===== src/rtl/core/fcb_pkg.sv =====
// Shared types and constants for the floppy read command builder.
package fcb_pkg;

  localparam int LBA_W  = 13;
  localparam int BYTE_W = 8;
  localparam int SECT_W = 6;
  localparam int STAT_W = 3;
  localparam int IDX_W  = 4;

  localparam int QUEUE_DEPTH = 2;

  // input item kinds
  localparam logic KIND_READ   = 1'b0;
  localparam logic KIND_RESULT = 1'b1;

  // output item kinds
  localparam logic OUT_CMD    = 1'b0;
  localparam logic OUT_STATUS = 1'b1;

  // read-data command bytes
  localparam logic [BYTE_W-1:0] READ_OPCODE = 8'hC6;
  localparam logic [BYTE_W-1:0] SIZE_CODE   = 8'h02;
  localparam logic [BYTE_W-1:0] GAP_LENGTH  = 8'h1B;
  localparam logic [BYTE_W-1:0] DATA_LENGTH = 8'hFF;

  // position of each byte in the command run
  localparam logic [IDX_W-1:0] BYTE_OPCODE = 4'd0;
  localparam logic [IDX_W-1:0] BYTE_HDS    = 4'd1;
  localparam logic [IDX_W-1:0] BYTE_CYL    = 4'd2;
  localparam logic [IDX_W-1:0] BYTE_HEAD   = 4'd3;
  localparam logic [IDX_W-1:0] BYTE_SECT   = 4'd4;
  localparam logic [IDX_W-1:0] BYTE_SIZE   = 4'd5;
  localparam logic [IDX_W-1:0] BYTE_EOT    = 4'd6;
  localparam logic [IDX_W-1:0] BYTE_GAP    = 4'd7;
  localparam logic [IDX_W-1:0] BYTE_DTL    = 4'd8;

  // result phase
  localparam logic [2:0] RESULT_BYTES = 3'd7;
  localparam logic [2:0] CNT_ST0      = 3'd0;
  localparam logic [2:0] CNT_ST1      = 3'd1;
  localparam logic [2:0] CNT_FINAL    = 3'd6;

  localparam logic [STAT_W-1:0] ST_OK        = 3'd0;
  localparam logic [STAT_W-1:0] ST_END_CYL   = 3'd1;
  localparam logic [STAT_W-1:0] ST_CRC       = 3'd2;
  localparam logic [STAT_W-1:0] ST_OVERRUN   = 3'd3;
  localparam logic [STAT_W-1:0] ST_NO_DATA   = 3'd4;
  localparam logic [STAT_W-1:0] ST_WPROT     = 3'd5;
  localparam logic [STAT_W-1:0] ST_NO_MARK   = 3'd6;
  localparam logic [STAT_W-1:0] ST_UNKNOWN   = 3'd7;

  // one queued job for the back end
  typedef struct packed {
    logic              is_status;
    logic [BYTE_W-1:0] cyl;
    logic              head;
    logic [SECT_W-1:0] sector;
    logic [STAT_W-1:0] code;
  } fcb_job_t;

endpackage


===== src/rtl/core/floppy_read_command_builder_unit.sv =====
// Floppy read-data command builder top level.
//
// Input channel (in_valid/in_stall): a read request (in_kind 0) carries an
// LBA; a result byte (in_kind 1) carries one controller result-phase byte.
// Output channel (out_valid/out_stall): a read request yields nine command
// bytes (out_kind 0, out_last on the ninth); the seventh result byte after a
// request yields one status item (out_kind 1). Further result bytes are dropped.
// cfg_we/cfg_drive_select writes the drive number placed in command byte one.
//
// An item passes front-end stages s1 and s2, the job queue and the output
// register. Throughput: with out_stall low the output register sends one item
// per cycle, so a read request holds the output for nine bytes; result bytes are
// taken one per cycle while in_stall is low. A two-entry job queue sits between
// the CHS front end and the byte sequencer, so new items are taken while command
// bytes still go out; in_stall rises only when that queue is full. An output stall
// holds the current item. Reset (synchronous, rst_n low) clears the drive number,
// the result count, the saved ST0/ST1, the queue and all valid flags.
module floppy_read_command_builder_unit import fcb_pkg::*; #(
  parameter int SECTORS_PER_TRACK = 18,
  parameter int HEAD_COUNT        = 2
) (
  input  logic              clk,
  input  logic              rst_n,
  input  logic              cfg_we,
  input  logic [1:0]        cfg_drive_select,
  input  logic              in_valid,
  output logic              in_stall,
  input  logic              in_kind,
  input  logic [LBA_W-1:0]  in_lba,
  input  logic [BYTE_W-1:0] in_result_byte,
  output logic              out_valid,
  input  logic              out_stall,
  output logic              out_kind,
  output logic [BYTE_W-1:0] out_byte_value,
  output logic [STAT_W-1:0] out_status_code,
  output logic              out_last
);

  logic     q_full;
  logic     push;
  fcb_job_t push_job;
  logic     pop;
  logic     head_valid;
  fcb_job_t head_job;

  fcb_front #(
    .SECTORS_PER_TRACK (SECTORS_PER_TRACK),
    .HEAD_COUNT        (HEAD_COUNT)
  ) u_front (
    .clk            (clk),
    .rst_n          (rst_n),
    .in_valid       (in_valid),
    .in_stall       (in_stall),
    .in_kind        (in_kind),
    .in_lba         (in_lba),
    .in_result_byte (in_result_byte),
    .q_full         (q_full),
    .push           (push),
    .push_job       (push_job)
  );

  fcb_queue u_queue (
    .clk        (clk),
    .rst_n      (rst_n),
    .push       (push),
    .push_job   (push_job),
    .full       (q_full),
    .pop        (pop),
    .head_valid (head_valid),
    .head_job   (head_job)
  );

  fcb_back #(
    .SECTORS_PER_TRACK (SECTORS_PER_TRACK)
  ) u_back (
    .clk              (clk),
    .rst_n            (rst_n),
    .cfg_we           (cfg_we),
    .cfg_drive_select (cfg_drive_select),
    .head_valid       (head_valid),
    .head_job         (head_job),
    .pop              (pop),
    .out_valid        (out_valid),
    .out_stall        (out_stall),
    .out_kind         (out_kind),
    .out_byte_value   (out_byte_value),
    .out_status_code  (out_status_code),
    .out_last         (out_last)
  );

endmodule


===== src/rtl/core/fcb_front.sv =====
// Front end: accepts items, splits the LBA into CHS, tracks the result phase.
module fcb_front import fcb_pkg::*; #(
  parameter int SECTORS_PER_TRACK = 18,
  parameter int HEAD_COUNT        = 2
) (
  input  logic              clk,
  input  logic              rst_n,
  input  logic              in_valid,
  output logic              in_stall,
  input  logic              in_kind,
  input  logic [LBA_W-1:0]  in_lba,
  input  logic [BYTE_W-1:0] in_result_byte,
  input  logic              q_full,
  output logic              push,
  output fcb_job_t          push_job
);

  localparam int PerCyl     = SECTORS_PER_TRACK * HEAD_COUNT;
  localparam int RecipShift = 20;
  localparam int Recip      = (1 << RecipShift) / PerCyl;
  localparam int RECIP_W    = $clog2(Recip + 1);
  localparam int PROD_W     = LBA_W + RECIP_W;
  localparam int CYL_W      = $clog2(((1 << LBA_W) - 1) / PerCyl + 1);
  localparam int REM_W      = $clog2(PerCyl + 1);

  localparam logic [RECIP_W-1:0] RECIP_V   = RECIP_W'(Recip);
  localparam logic [LBA_W-1:0]   PER_CYL_V = LBA_W'(PerCyl);
  localparam logic [REM_W-1:0]   SPT_V     = REM_W'(SECTORS_PER_TRACK);

  logic adv;

  // stage 1: reciprocal product
  logic              s1_valid_r;
  logic              s1_kind_r;
  logic [LBA_W-1:0]  s1_lba_r;
  logic [BYTE_W-1:0] s1_byte_r;
  logic [PROD_W-1:0] s1_prod_r;

  // stage 2: cylinder and remainder
  logic              s2_valid_r;
  logic              s2_kind_r;
  logic [CYL_W-1:0]  s2_cyl_r;
  logic [REM_W-1:0]  s2_rem_r;
  logic [BYTE_W-1:0] s2_byte_r;

  // result phase state
  logic [2:0]        count_r;
  logic [BYTE_W-1:0] st0_r;
  logic [BYTE_W-1:0] st1_r;

  logic [PROD_W-1:0] prod;
  logic [CYL_W-1:0]  q_est;
  logic [LBA_W-1:0]  q_mul;
  logic [LBA_W-1:0]  diff;
  logic              fix;
  logic [CYL_W-1:0]  cyl;
  logic [REM_W-1:0]  rem;
  logic              head;
  logic [REM_W-1:0]  sect;
  logic              is_result;
  logic              take_byte;
  logic              final_byte;

  function automatic logic [STAT_W-1:0] decode_status(input logic [BYTE_W-1:0] st0,
                                                      input logic [BYTE_W-1:0] st1);
    logic [STAT_W-1:0] code;
    if ((st0 & 8'hC0) == 8'h00) code = ST_OK;
    else if (st1[7])            code = ST_END_CYL;
    else if (st1[5])            code = ST_CRC;
    else if (st1[4])            code = ST_OVERRUN;
    else if (st1[2])            code = ST_NO_DATA;
    else if (st1[1])            code = ST_WPROT;
    else if (st1[0])            code = ST_NO_MARK;
    else                        code = ST_UNKNOWN;
    return code;
  endfunction

  // whole pipeline moves together; it freezes only on a full queue
  assign adv      = !q_full;
  assign in_stall = q_full;

  assign prod = PROD_W'(in_lba) * PROD_W'(RECIP_V);

  // estimate is exact or one low; one compare-subtract corrects it
  assign q_est = CYL_W'(s1_prod_r[PROD_W-1:RecipShift]);
  assign q_mul = LBA_W'(q_est) * PER_CYL_V;
  assign diff  = s1_lba_r - q_mul;
  assign fix   = (diff >= PER_CYL_V);
  assign cyl   = fix ? q_est + CYL_W'(1) : q_est;
  assign rem   = fix ? REM_W'(diff - PER_CYL_V) : REM_W'(diff);

  assign head = (s2_rem_r >= SPT_V);
  assign sect = (head ? s2_rem_r - SPT_V : s2_rem_r) + REM_W'(1);

  assign is_result  = (s2_kind_r == KIND_RESULT);
  assign take_byte  = s2_valid_r && adv && is_result && (count_r < RESULT_BYTES);
  assign final_byte = take_byte && (count_r == CNT_FINAL);

  assign push = s2_valid_r && adv && (!is_result || final_byte);

  always_comb begin
    push_job           = '0;
    push_job.is_status = is_result;
    push_job.cyl       = BYTE_W'(s2_cyl_r);
    push_job.head      = head;
    push_job.sector    = SECT_W'(sect);
    push_job.code      = decode_status(st0_r, st1_r);
  end

  always_ff @(posedge clk) begin
    if (!rst_n) begin
      s1_valid_r <= 1'b0;
      s2_valid_r <= 1'b0;
    end else if (adv) begin
      s1_valid_r <= in_valid;
      s2_valid_r <= s1_valid_r;
    end
  end

  always_ff @(posedge clk) begin
    if (adv) begin
      s1_kind_r <= in_kind;
      s1_lba_r  <= in_lba;
      s1_byte_r <= in_result_byte;
      s1_prod_r <= prod;
      s2_kind_r <= s1_kind_r;
      s2_cyl_r  <= cyl;
      s2_rem_r  <= rem;
      s2_byte_r <= s1_byte_r;
    end
  end

  always_ff @(posedge clk) begin
    if (!rst_n) begin
      count_r <= '0;
      st0_r   <= '0;
      st1_r   <= '0;
    end else if (s2_valid_r && adv && !is_result) begin
      count_r <= '0;
    end else if (take_byte) begin
      if (count_r == CNT_ST0) st0_r <= s2_byte_r;
      if (count_r == CNT_ST1) st1_r <= s2_byte_r;
      count_r <= count_r + 3'd1;
    end
  end

endmodule


===== src/rtl/core/fcb_queue.sv =====
// Short job queue between the front and back ends.
module fcb_queue import fcb_pkg::*; (
  input  logic     clk,
  input  logic     rst_n,
  input  logic     push,
  input  fcb_job_t push_job,
  output logic     full,
  input  logic     pop,
  output logic     head_valid,
  output fcb_job_t head_job
);

  localparam int PTR_W = $clog2(QUEUE_DEPTH);
  localparam int CNT_W = $clog2(QUEUE_DEPTH + 1);

  fcb_job_t         mem_r [QUEUE_DEPTH];
  logic [PTR_W-1:0] wr_ptr_r;
  logic [PTR_W-1:0] rd_ptr_r;
  logic [CNT_W-1:0] count_r;

  assign full       = (count_r == CNT_W'(QUEUE_DEPTH));
  assign head_valid = (count_r != '0);
  assign head_job   = mem_r[rd_ptr_r];

  always_ff @(posedge clk) begin
    if (push) mem_r[wr_ptr_r] <= push_job;
  end

  always_ff @(posedge clk) begin
    if (!rst_n) begin
      wr_ptr_r <= '0;
      rd_ptr_r <= '0;
      count_r  <= '0;
    end else begin
      if (push) begin
        wr_ptr_r <= (wr_ptr_r == PTR_W'(QUEUE_DEPTH - 1)) ? '0 : wr_ptr_r + PTR_W'(1);
      end
      if (pop) begin
        rd_ptr_r <= (rd_ptr_r == PTR_W'(QUEUE_DEPTH - 1)) ? '0 : rd_ptr_r + PTR_W'(1);
      end
      if (push && !pop)      count_r <= count_r + CNT_W'(1);
      else if (pop && !push) count_r <= count_r - CNT_W'(1);
    end
  end

endmodule


===== src/rtl/core/fcb_back.sv =====
// Back end: plays out the nine command bytes or the status item per job.
module fcb_back import fcb_pkg::*; #(
  parameter int SECTORS_PER_TRACK = 18
) (
  input  logic              clk,
  input  logic              rst_n,
  input  logic              cfg_we,
  input  logic [1:0]        cfg_drive_select,
  input  logic              head_valid,
  input  fcb_job_t          head_job,
  output logic              pop,
  output logic              out_valid,
  input  logic              out_stall,
  output logic              out_kind,
  output logic [BYTE_W-1:0] out_byte_value,
  output logic [STAT_W-1:0] out_status_code,
  output logic              out_last
);

  localparam logic [BYTE_W-1:0] EOT_V = BYTE_W'(SECTORS_PER_TRACK);

  logic [1:0]        drive_r;
  logic [IDX_W-1:0]  idx_r;
  logic              out_valid_r;
  logic              out_kind_r;
  logic [BYTE_W-1:0] out_byte_r;
  logic [STAT_W-1:0] out_status_r;
  logic              out_last_r;

  logic              load;
  logic              done;
  logic [BYTE_W-1:0] cmd_byte;

  assign load = head_valid && (!out_valid_r || !out_stall);
  assign done = head_job.is_status || (idx_r == BYTE_DTL);
  assign pop  = load && done;

  always_comb begin
    unique case (idx_r)
      BYTE_OPCODE: cmd_byte = READ_OPCODE;
      BYTE_HDS:    cmd_byte = {5'b0, head_job.head, drive_r};
      BYTE_CYL:    cmd_byte = head_job.cyl;
      BYTE_HEAD:   cmd_byte = {7'b0, head_job.head};
      BYTE_SECT:   cmd_byte = BYTE_W'(head_job.sector);
      BYTE_SIZE:   cmd_byte = SIZE_CODE;
      BYTE_EOT:    cmd_byte = EOT_V;
      BYTE_GAP:    cmd_byte = GAP_LENGTH;
      BYTE_DTL:    cmd_byte = DATA_LENGTH;
      default:     cmd_byte = '0;
    endcase
  end

  always_ff @(posedge clk) begin
    if (!rst_n) begin
      drive_r <= '0;
    end else if (cfg_we) begin
      drive_r <= cfg_drive_select;
    end
  end

  always_ff @(posedge clk) begin
    if (!rst_n) begin
      idx_r       <= BYTE_OPCODE;
      out_valid_r <= 1'b0;
    end else begin
      if (load) begin
        idx_r       <= done ? BYTE_OPCODE : idx_r + IDX_W'(1);
        out_valid_r <= 1'b1;
      end else if (!out_stall) begin
        out_valid_r <= 1'b0;
      end
    end
  end

  always_ff @(posedge clk) begin
    if (load) begin
      if (head_job.is_status) begin
        out_kind_r   <= OUT_STATUS;
        out_byte_r   <= '0;
        out_status_r <= head_job.code;
        out_last_r   <= 1'b0;
      end else begin
        out_kind_r   <= OUT_CMD;
        out_byte_r   <= cmd_byte;
        out_status_r <= ST_OK;
        out_last_r   <= (idx_r == BYTE_DTL);
      end
    end
  end

  assign out_valid       = out_valid_r;
  assign out_kind        = out_kind_r;
  assign out_byte_value  = out_byte_r;
  assign out_status_code = out_status_r;
  assign out_last        = out_last_r;

endmodule


===== config.mk =====
export PLATFORM = sky130hd
export DESIGN_NAME = floppy_read_command_builder_unit
export DESIGN_NICKNAME = d
export VERILOG_FILES = /design/src/rtl/core/fcb_pkg.sv /design/src/rtl/core/floppy_read_command_builder_unit.sv /design/src/rtl/core/fcb_front.sv /design/src/rtl/core/fcb_queue.sv /design/src/rtl/core/fcb_back.sv
export SDC_FILE = /design/constraint.sdc
export NUM_CORES = 1
export LEC_CHECK = 0
export ABC_AREA = 1
export CORE_ASPECT_RATIO = 1.2
export CORE_UTILIZATION = 55
export CTS_BUF_LIST = sky130_fd_sc_hd__clkbuf_2 sky130_fd_sc_hd__clkbuf_4 sky130_fd_sc_hd__clkbuf_8
export DETAILED_ROUTE_END_ITERATION = 12
export DONT_BUFFER_PORTS = 1
export GPL_TIMING_DRIVEN = 0
export PLACE_DENSITY = 0.81
export SLEW_MARGIN = 0
export SYNTH_ARGS = -nofsm -noshare
export SYNTH_HDL_FRONTEND = slang
export SYNTH_SLANG_ARGS = --single-unit

===== constraint.sdc =====
create_clock -name clk -period 4.48 [get_ports clk]
set_clock_uncertainty 0.1 [all_clocks]
set_input_delay 0 -clock clk [delete_from_list [all_inputs] [get_ports clk]]
set_output_delay 0 -clock clk [all_outputs]
set_load 0.005 [all_outputs]

==> out/metrics.csv <==
stage,metric,value,unit
logic_synthesis,synthFlopType,edfxtp_1,
global_routing,grt_pass1_vias,7133,
critical_path,worstPathArrival,3.99,ns
die,pin_count,44,
route,drt_first_pass_iters,5,
die,initial_utilization,56.9,%
global_routing,grt_max_degree,37,
timing,slew_viol_final,0,
logic_synthesis,synth_top_area_cell,edfxtp_1,
logic_synthesis,netlist_instances,1055,
global_routing,grt_pass1_wl,32000,um
layout,final_nets,1295,
route,drt_iter0_markers,362,
power,p_leak,5.08,nW
route,vias_per_cell,5.24,
timing,fin_crit,3.89,ns
die,die_y,145,um
route,route.detailed.drc,0,
logic_synthesis,synth-async-reset-ratio,0,%
clock_network,cts_sinks,127,
route,vias,6981,
placed_design,io_buffers,0,
logic_synthesis,synth-edff-count,102,
timing,hold_viol_final,0,
layout,multi_input_area,4880,um^2
die,die_w,121,um
critical_path,worstRegToRegCells,22,
flow_run,cap_viol_max_count,0,
min_path,min_path_type,in2reg,
logic_synthesis,netlist_top_cells_area,"edfxtp_1 (33%), ha_1 (15%), fa_1 (10%)",
die,rows,51,
route,wl_per_cell,14.9,um
power,powerDensity,767,nW/um^2
placed_design,dp_hpwl,15700,um
clock_network,postCtsSetupRepairBufs,0,
power,power,0.00792,W
clock_network,cts-root-buf,clkbuf_8,
layout,post-route-cell-area,10300,um^2
logic_synthesis,synthTopCellsByCount,"inv_1 (218), nand2_1 (216), ha_1 (111), edfxtp_1 (102), nor2_1 (84)",
global_routing,track_usage,24.1,%
critical_path,endpoint_kind,flip-flop,
layout,post-route-util,63.0,%
logic_synthesis,yosysUniqueCellTypes,39,
die,design.core.area,16400,um^2
layout,drive_above_1_share,5.27,%
clock_network,cts_buffers,17,
logic_synthesis,synth_area,9340,um^2
critical_path,crit_path_max_fanout,5,
clock_network,ctsHoldBuffers,30,
power,ir_drop,0.000351,V
outcome,outcome,"finished, final reports clean",
route,drt_wl_total,19900,um
global_routing,gr-total-overflow,0,
die,die_area,17500,um^2
logic_synthesis,yosysTopAreaCellShare,32.8,%
timing,relSlewSlack,60.2,%
critical_path,setup.worst_path.start_class,input pin,
clock_network,tritoncts,built,
layout,fillers,1285,
layout,area_growth,10.7,%
layout,regArea,3560,um^2
timing,min_period_over_period,86.9,%
timing,tightestPinTransition,0.591,ns
timing,rsz0062_at_grt,false,
min_path,hold_depth,1,
layout,diodes,0,
clock_network,cts_resized,0,
clock_network,clockBufferDepth,2,
logic_synthesis,avgSynthCellArea,8.85,um^2
critical_path,worstSetupPathType,in2reg,
clock_network,h-tree-depth,4,
logic_synthesis,synth_warnings,0,
timing,fmax,257,MHz
logic_synthesis,synth_seq_area_share,38.2,%
timing,setup_viol,0,
placed_design,gp_congestion,0.922,
clock_network,clk_pin_slew_worst_paths,0.09,ns
logic_synthesis,synth.most_common_cell,inv_1,
global_routing,antenna_found_initial,0,
placed_design,place_area,9650,um^2
route,ant_nets,0,
critical_path,worstPathRequired,4.57,ns
logic_synthesis,synth-seq-cells,127,
clock_network,clk_latency,0.44,ns
logic_synthesis,synth_nets,1243,
[worst max-delay path: stages]
cell	delay, ns
fa_1	0.45
fa_1	0.50
inv_1	0.05
fa_1	0.51
fa_1	0.52
fa_1	0.62
inv_1	0.07
ha_1	0.35
a21oi_1	0.20
o21ai_0	0.15
a211oi_1	0.33
nand3_1	0.12
nand2_1	0.07
nand2_1	0.04
[cells by family (layout without fill, tap and decap cells)]
logic type	count (synthesis)	count (layout)	synth area share (%)
AND/OR/NAND/NOR	390	390	17.3
adder cells (fa/ha/maj)	159	159	25.2
XOR/XNOR	29	29	2.72
flip-flops	127	127	38.2
buffers and inverters	234	299	9.62
AO/OA/AOI/OAI	116	116	7.01
[through the flow]
stage	hold slack, ns	TNS (ns)	instances	setup slack (ns)
2_1_floorplan	-0.00113	0	1055	0.466
3_3_place_gp	-0.00108	-1.65	1267	-0.0638
3_5_place_dp	-0.00107	0	1270	0.161
4_1_cts	0.0518	0	1332	0.629
5_1_grt	0.0531	0	1332	0.405
6_report	0.0798	0	1332	0.586
[area by class of cell]
type                    instances  share of cell area [%]
repair buffers                 33                    3.35
inverters                     225                    8.17
clock inverters                15                    1.44
clock buffers                  17                    2.26
well taps                     212                    2.57
flip-flops and latches        127                    34.5
plain buffers                   9                   0.521
multi-input cells             694                    47.2
[worst paths after layout]
kind | to | start | slack [ns]
worst max-delay path | u_front.s1_prod_r[24]$_DFFE_PN_ | in_lba[10] | 0.59
worst min-delay path | u_front.s1_lba_r[5]$_DFFE_PN_ | in_lba[5] | 0.08
worst max register to register | u_front.s2_cyl_r[1]$_DFFE_PN_ | u_front.s1_prod_r[21]$_DFFE_PN_ | 0.63
worst min register to register | u_front.s2_byte_r[5]$_DFFE_PN_ | u_front.s1_byte_r[5]$_DFFE_PN_ | 0.33
[state kept, by name (all words and copies together) (netlist names), named ones only]
register / cells
u_back.drive_r: 2
u_back.idx_r: 4
u_back.out_byte_value: 8
u_back.out_kind: 1
u_back.out_last: 1
u_back.out_status_code: 3
u_back.out_valid: 1
u_front.count_r: 3
u_front.is_result: 1
u_front.s1_byte_r: 7
u_front.s1_kind_r: 1
u_front.s1_lba_r: 12
u_front.s1_prod_r: 9
u_front.s1_valid_r: 1
u_front.s2_byte_r: 7
u_front.s2_cyl_r: 8
u_front.s2_rem_r: 6
u_front.s2_valid_r: 1
u_front.st0_r: 2
u_front.st1_r: 6
u_queue.count_r: 2
u_queue.mem_r: 38
u_queue.rd_ptr_r: 1
u_queue.wr_ptr_r: 1
[layer usage]
| metal | vias to the layer above | track usage (%) | part of all wire, % |
|---|---|---|---|
| li1 | 3483 | - | - |
| met1 | 3285 | 23.3 | 36 |
| met2 | 159 | 47.7 | 56 |
| met3 | 54 | 2.94 | 2.7 |
| met4 | 0 | 15.5 | 5.0 |
| met5 | - | 0 | 0 |
[placed cells by master (no fill, tap or decap), drive strengths merged, types with 3 or more instances in the layout]
cell and instances:
inv 231, nand2 221, ha 111, edfxtp 102, nor2 88, nand3 57
a21oi 52, fa 48, o21ai 37, dlygate4sd3 30, dfxtp 25, xor2 22
clkbuf 21, nand4 9, nor3 8, buf 8, xnor2 7, a21o 7
o21bai 5, clkinv 5, o31ai 3, a211oi 3, clkinvlp 3
[power by group]
part	switching (W)	internal [W]
sequential	0.000188	0.00178
combinational	0.00319	0.00180
clock	0.000509	0.000455
total	0.00389	0.00404
No activity file was read; power rests on OpenSTA's default activity.
